<file path="config.mk">
export PLATFORM = sky130hd
export DESIGN_NAME = tkpc_rank_list
export DESIGN_NICKNAME = d
export VERILOG_FILES = /design/src/hdl/top_k_play_count_tracker_defines.svh /design/src/hdl/tkpc_pkg.sv /design/src/hdl/tkpc_rank_list.sv
export SDC_FILE = /design/constraint.sdc
export NUM_CORES = 1
export LEC_CHECK = 0
export ABC_AREA = 0
export BUFFER_PORTS_ARGS = -buffer_cell sky130_fd_sc_hd__buf_2
export CAP_MARGIN = 30
export CORE_MARGIN = 2
export CORE_UTILIZATION = 50
export CTS_CLUSTER_SIZE = 8
export DETAILED_ROUTE_END_ITERATION = 7
export PLACE_DENSITY = 0.69
export REMOVE_ABC_BUFFERS = 1
export SYNTH_ARGS = -nofsm -noshare
export SYNTH_HDL_FRONTEND = slang
export SYNTH_SLANG_ARGS = --single-unit
</file>
<file path="constraint.sdc">
create_clock -name i_clk -period 46.7 [get_ports i_clk]
set_clock_uncertainty 0.05 [all_clocks]
set_input_delay 2.335 -clock i_clk [delete_from_list [all_inputs] [get_ports i_clk]]
set_output_delay 2.335 -clock i_clk [all_outputs]
set_load 0.05 [all_outputs]
</file>
<file path="src/hdl/top_k_play_count_tracker_defines.svh">
// Assertion macros for the top-K play count tracker.
// Used by the files that carry concurrent assertions; depends on nothing.
`ifndef TOP_K_PLAY_COUNT_TRACKER_DEFINES_SVH
`define TOP_K_PLAY_COUNT_TRACKER_DEFINES_SVH

// Implication in the same cycle, disabled while reset is low.
`define TKPC_ASSERT_NOW(label, clk, rst_n, ante, cons, msg) \
    label: assert property (@(posedge clk) disable iff (!rst_n) (ante) |-> (cons)) \
        else $error(msg);

// Implication in the next cycle, disabled while reset is low.
`define TKPC_ASSERT_NEXT(label, clk, rst_n, ante, cons, msg) \
    label: assert property (@(posedge clk) disable iff (!rst_n) (ante) |=> (cons)) \
        else $error(msg);

`endif

</file>
<file path="src/hdl/tkpc_pkg.sv">
// Shared types and constants of the top-K play count tracker.
// Used by the totals memory, the ranked list and the top level; depends on nothing.
`timescale 1ns / 1ps

package tkpc_pkg;

    localparam int ID_W   = 10;
    localparam int TOT_W  = 30;
    localparam int TOP_W  = 5;
    localparam int DATA_W = 40;

    localparam logic [TOT_W-1:0] TOTAL_MAX = {TOT_W{1'b1}};

    localparam logic MODE_REGISTER = 1'b0;
    localparam logic MODE_QUERY    = 1'b1;

    typedef enum logic [2:0] {
        ST_CLEAR,
        ST_IDLE,
        ST_READ,
        ST_ADD,
        ST_INSERT,
        ST_QUERY
    } t_state;

    typedef struct packed {
        logic [ID_W-1:0]  id;
        logic [TOT_W-1:0] total;
    } t_entry;

    typedef struct packed {
        logic   load;
        logic   step;
        logic   insert;
        t_entry entry;
    } t_rank_cmd;

    typedef struct packed {
        t_entry head;
        logic   next_valid;
    } t_rank_stat;

endpackage

</file>
<file path="src/hdl/tkpc_rank_list.sv">
// Ranked list of the best entries, kept as a circular row of cells.
// One shared rank comparator merges a carried entry into the list as it rotates.
// Depends on tkpc_pkg for the entry and command types.
`timescale 1ns / 1ps

module tkpc_rank_list #(
    parameter int K_MAX = 16
) (
    input  logic                 i_clk,
    input  logic                 i_rst_n,
    input  tkpc_pkg::t_rank_cmd  i_cmd,
    output tkpc_pkg::t_rank_stat o_stat
);

    tkpc_pkg::t_entry r_cells [K_MAX];
    tkpc_pkg::t_entry r_carry;
    logic [tkpc_pkg::ID_W-1:0] r_key_id;

    tkpc_pkg::t_entry w_head;
    tkpc_pkg::t_entry w_win;
    tkpc_pkg::t_entry w_lose;
    logic             w_above;
    logic             w_drop;
    logic             w_next_valid;

    // The old entry of the id being updated leaves the list as an empty slot,
    // so the carried entry takes its place in the merge.
    always_comb begin
        w_drop  = (r_cells[0].total != '0) && (r_cells[0].id == r_key_id);
        w_head  = w_drop ? '0 : r_cells[0];
        w_above = (r_carry.total > w_head.total) ||
                  ((r_carry.total == w_head.total) && (r_carry.id > w_head.id));
        w_win   = w_above ? r_carry : w_head;
        w_lose  = w_above ? w_head : r_carry;
    end

    generate
        if (K_MAX > 1) begin : g_next
            assign w_next_valid = (r_cells[1].total != '0);
        end else begin : g_single
            assign w_next_valid = 1'b0;
        end
    endgenerate

    always_ff @(posedge i_clk) begin
        if (!i_rst_n) begin
            for (int i = 0; i < K_MAX; i++) begin
                r_cells[i] <= '0;
            end
            r_carry  <= '0;
            r_key_id <= '0;
        end else if (i_cmd.load) begin
            r_carry  <= i_cmd.entry;
            r_key_id <= i_cmd.entry.id;
        end else if (i_cmd.step) begin
            for (int i = 0; i < K_MAX - 1; i++) begin
                r_cells[i] <= r_cells[i+1];
            end
            r_cells[K_MAX-1] <= i_cmd.insert ? w_win : r_cells[0];
            if (i_cmd.insert) begin
                r_carry <= w_lose;
            end
        end
    end

    assign o_stat.head       = r_cells[0];
    assign o_stat.next_valid = w_next_valid;

endmodule

</file>
; ---- Word-level counts from Yosys, hierarchy flattened
; Memory sizes are Yosys's and may differ from the RTL's.
; Cells that the tools add are included.
[op_classes]
magnitude_cmp = 2
n_eq_ne = 2
n_mux = 28
bitwise_logic = 16
reduce_logical = 9
[ops]
columns = operator, n
row1 = 40-bit 2-to-1 mux, 23
row2 = 30-bit nonzero test, 2
row3 = 30-bit equality test, 1
row4 = 30-bit > comparator, 1
row5 = 1-bit OR, 16
row6 = 10-bit equality test, 1
row7 = 10-bit > comparator, 1
row8 = 2-bit nonzero test, 3
row9 = 1-bit 2-to-1 mux, 5
row10 = 3-bit AND reduction, 1
row11 = 1-bit logical AND, 2
row12 = 1-bit logical OR, 1
[word_totals]
ff_bits = 50
ramBits = 640
inputBits = 45
output_inout_bits = 41
mem_count = 1
[mem_list]
columns = name, depth, width, read_ports, rd_ports_with_merged_regs, write_ports, line_no
row1 = r_cells, 16, 40, 16, 0, 16, tkpc_rank_list.sv:15  ; tkpc_pkg::t_entry r_cells [K_MAX];

; ---- Depth between registers and ports, before layout
[logic_depth]
depth_word = 10
mapped_depth = 16

; ---- Least setup slack after synthesis
; Ideal clock, no wire load.
[synth_path]
path_type = input to register
startpoint = input i_cmd[42] (netlist bit)
endpoint = memory r_cells[0][0] (netlist bit) (enable)
setup_ns = 2.532
t_arrival_ns = 47.428
path_slack_ns = -3.311
stages = 4
n_path_buf = 3
cell_sequence = clkbuf_1 clkbuf_1 clkbuf_1 o21ai_0
[synth_lines]
columns = element, line_no
row1 = "start, declared", tkpc_rank_list.sv:11  ; input tkpc_pkg::t_rank_cmd i_cmd,
row2 = "end, declared", tkpc_rank_list.sv:15

==> metrics.md <==
| Metric | Value |
|---|---|
| Clk buf depth | `3` |
| Clock Latency Late Sink | `0.64 ns` |
| Max-slew violations | `0` |
| Min-delay src | `r_key_id[9]` |
| WS Path Type | `reg2reg` |
| Clock Sinks | `690` |
| Critical path cell sequence | `nor4_1 > nand4_1 > o21bai_4 > buf_4 > nand2_1 > ha_1 > nand4_1 > nor4_2 > nand2_1 > a21oi_2 > a21o_1 > buf_4 > o21ai_1 > a311oi_1` |
| Worst path max stage delay | `0.64 ns` |
| Hold path endpoint | `r_key_id[9]` |
| H-tree lvl count | `3` |
| CP Data Arrival Time | `6.47 ns` |
| CTS tree | `done` |
| Hold Path Stages | `2` |
| Outcome | `finished clean` |
| Vias/cell | `5.33` |
| Tmin final | `5.99 ns` |
| Post-CTS Hold Buffers | `0` |
| Share of layout cells above drive strength 1 | `0.109` |
| Fin crit share | `0.128` |
| Resize count post-CTS | `0` |
| Row cnt | `86` |
| Area growth syn-to-layout | `13.0%` |
| Total power | `1.46 mW` |
| Total number of vias | `14900` |
| Final setup viols | `0` |
| Ant. Diodes | `0` |
| P_leak | `12.2 nW` |
| Number of antenna-violating nets in the routed design | `0` |
| DR iter-0 viols | `1337` |
| GRT Resource Usage Total | `0.182` |
| TritonCTS Buffers | `96` |
| Post-Syn Area per Cell | `14.4 sq um` |
| PD cells | `46.5 mW/mm^2` |
| Pre-Repair DR Iteration Count | `6` |
| Element type at the critical path start | `flop` |
| CTS root buffer | `clkbuf_16` |
| Post-synth ARST share | `0` |
| Total core area | `0.0551 sq mm` |
| Routed wire per std cell | `18.5 um` |
| Die height | `240 um` |
| First-pass GRT wire length | `81100 um` |
| Required @ worst endpoint | `47.18 ns` |
| Initial Util | `0.506` |
| Commonest non-fill, non-tap cell in the layout | `edfxtp_1` |
| Max-slew headroom | `0.241` |
| Worst R2R End | `r_carry[31]` |
| Routability-driven placement congestion ratio | `0.821` |
| DP HPWL | `29100 um` |
| Cell count after synthesis | `1933` |
| Fin. Hold Viols | `0` |
| Grt total ovfl | `0` |
| Count of different cell masters after synthesis | `48` |
| Worst path slowest cell | `buf_4` |
| Clk pin slew, worst setup/hold paths | `0.05 ns` |
| RSZ-0062 raised after global routing | `no` |
| Net count, final | `2063` |
| Main synth FF type | `edfxtp_1` |
| Post-CTS Setup Bufs | `0` |
| Largest net degree at the start of global routing | `204` |
| Total negative slack | `0 ns` |
| Mapped Area | `0.0279 sq mm` |
| Leading cell types in the layout, fill and taps excluded | `edfxtp_1 (640), and2_1 (602), nand2_1 (130)` |
| Initial antenna violation count | `0` |
| Reg2reg path depth | `14` |
| Post-synthesis sequential area ratio | `0.726` |
| Crit end category | `flop` |
| RR Startpoint | `r_cells[0][2]` |
| Drc violations | `0` |
| Number of global-route vias before repair | `14500` |
| Post-Route WL | `51500 um` |
| Die area | `0.0576 sq mm` |
| Peak VDD IR | `26.5 uV` |
| Hold Path Class | `reg2reg` |
| Register bit count reported by yosys | `690` |
| Post-synth EDFFs | `640` |
| Reg2reg setup slack | `40.71 ns` |
| YS warnings | `0` |
| Max FO, Critical Path | `61` |
| Max-cap violations | `0` |
| Top Ports | `86` |
| Worst-margin pin slew | `1.14 ns` |
| Port bufs | `85` |
| Die width | `240 um` |
| Highest Clock Rate | `0.167 GHz` |
==> synth_stat cells (2+ instances only) <==
cell type	number	area share
a32oi_1	38	0.012
clkbuf_1	109	0.015
xnor2_1	2	0.00063
or3_1	27	0.0061
o211a_1	27	0.0097
ha_1	40	0.018
dfxtp_1	50	0.036
o21ai_0	32	0.0057
nor3_1	16	0.0029
nand3_1	16	0.0029
buf_4	41	0.011
a21o_1	6	0.0016
inv_1	6	0.00081
nor4_2	2	0.00090
a311oi_1	12	0.0038
nor2_1	2	0.00027
a22oi_1	2	0.00054
xor2_1	8	0.0025
edfxtp_1	640	0.69
nand4_1	12	0.0027
o21bai_1	2	0.00054
nand2_1	130	0.018
and2_1	602	0.14
a211oi_1	4	0.0011
buf_2	9	0.0016
a21oi_1	62	0.011
nor4_1	15	0.0034
==> worst max-delay path by stage <==
stage                     slack, ns         endpoint  depth (start not counted)          start
after floorplan               -2.70    r_cells[0][0]                          2      i_cmd[41]
after global routing          40.17      r_carry[32]                         14  r_cells[0][2]
after detailed placement      40.77      r_carry[36]                         14  r_cells[0][2]
after CTS                     40.75      r_carry[31]                         14  r_cells[0][2]
after global placement        40.82  r_cells[0][219]                          5      i_cmd[42]
final                         40.71      r_carry[31]                         14  r_cells[0][2]
==> layout make-up <==
cell class	count	area, sq um
fillers	4348	23600
well taps	748	936
repair buffers	106	661
flip-flops and latches	690	20200
inverters	8	30.0
clock inverters	3	33.8
clock buffers	159	2720
multi-input cells	1076	6890
==> state kept, by name, summed over array words and instances, names as in the netlist <==
register and flops:
r_carry 40, r_cells 640, r_key_id 10
==> power breakdown <==
part / switching (mW) / leakage, nW / total [mW] / internal [mW]
clock network: 0.244 / 1.32 / 0.635 / 0.392
logic: 0.0599 / 3.61 / 0.0887 / 0.0288
registers: 0.0158 / 7.23 / 0.740 / 0.725
==> kinds of logic (layout without fill, tap and decap cells) <==
| logic type | after synthesis | count (layout) | synth area share |
|---|---|---|---|
| XOR/XNOR | 10 | 10 | 0.00314 |
| adder cells (fa/ha/maj) | 40 | 40 | 0.0180 |
| buffers and inverters | 167 | 276 | 0.0284 |
| AND/OR/NAND/NOR | 829 | 829 | 0.174 |
| multiplexers | 1 | 1 | 0.000359 |
| flip-flops | 690 | 690 | 0.726 |
| AO/OA/AOI/OAI | 196 | 196 | 0.0503 |
==> per-layer routing <==
metal	GRT usage	wire [um]	up-vias
met5	0	0	-
met4	0.0655	1210	0
met3	0.0454	3440	82
met2	0.262	22700	395
met1	0.269	24200	7412
li1	-	-	6974
==> worst max-delay path, delay by kind of cell, from the launching register on <==
family | cells | cell delay [ns]
AOI/OAI and AO/OA | 5 | 2.24
buffers and inverters | 2 | 1.05
and+or+nand+nor | 6 | 1.70
DFF | 1 | 0.49
adders and majority gates | 1 | 0.33
==> per-stage QoR <==
stage | utilization | worst slack (ns) | cell area, sq um | cells | hold slack, ns
global route | 0.572 | 40.17 | 31500 | 2790 | 0.449
finish | 0.572 | 40.71 | 31500 | 2790 | 0.417
detailed placement | 0.521 | 40.77 | 28700 | 2627 | 0.412
global placement | 0.520 | 40.82 | 28700 | 2625 | 0.413
CTS | 0.571 | 40.75 | 31500 | 2789 | 0.419
floorplan | - | -2.70 | 27100 | 1774 | 0.399
(Power assumes the default switching activity.)
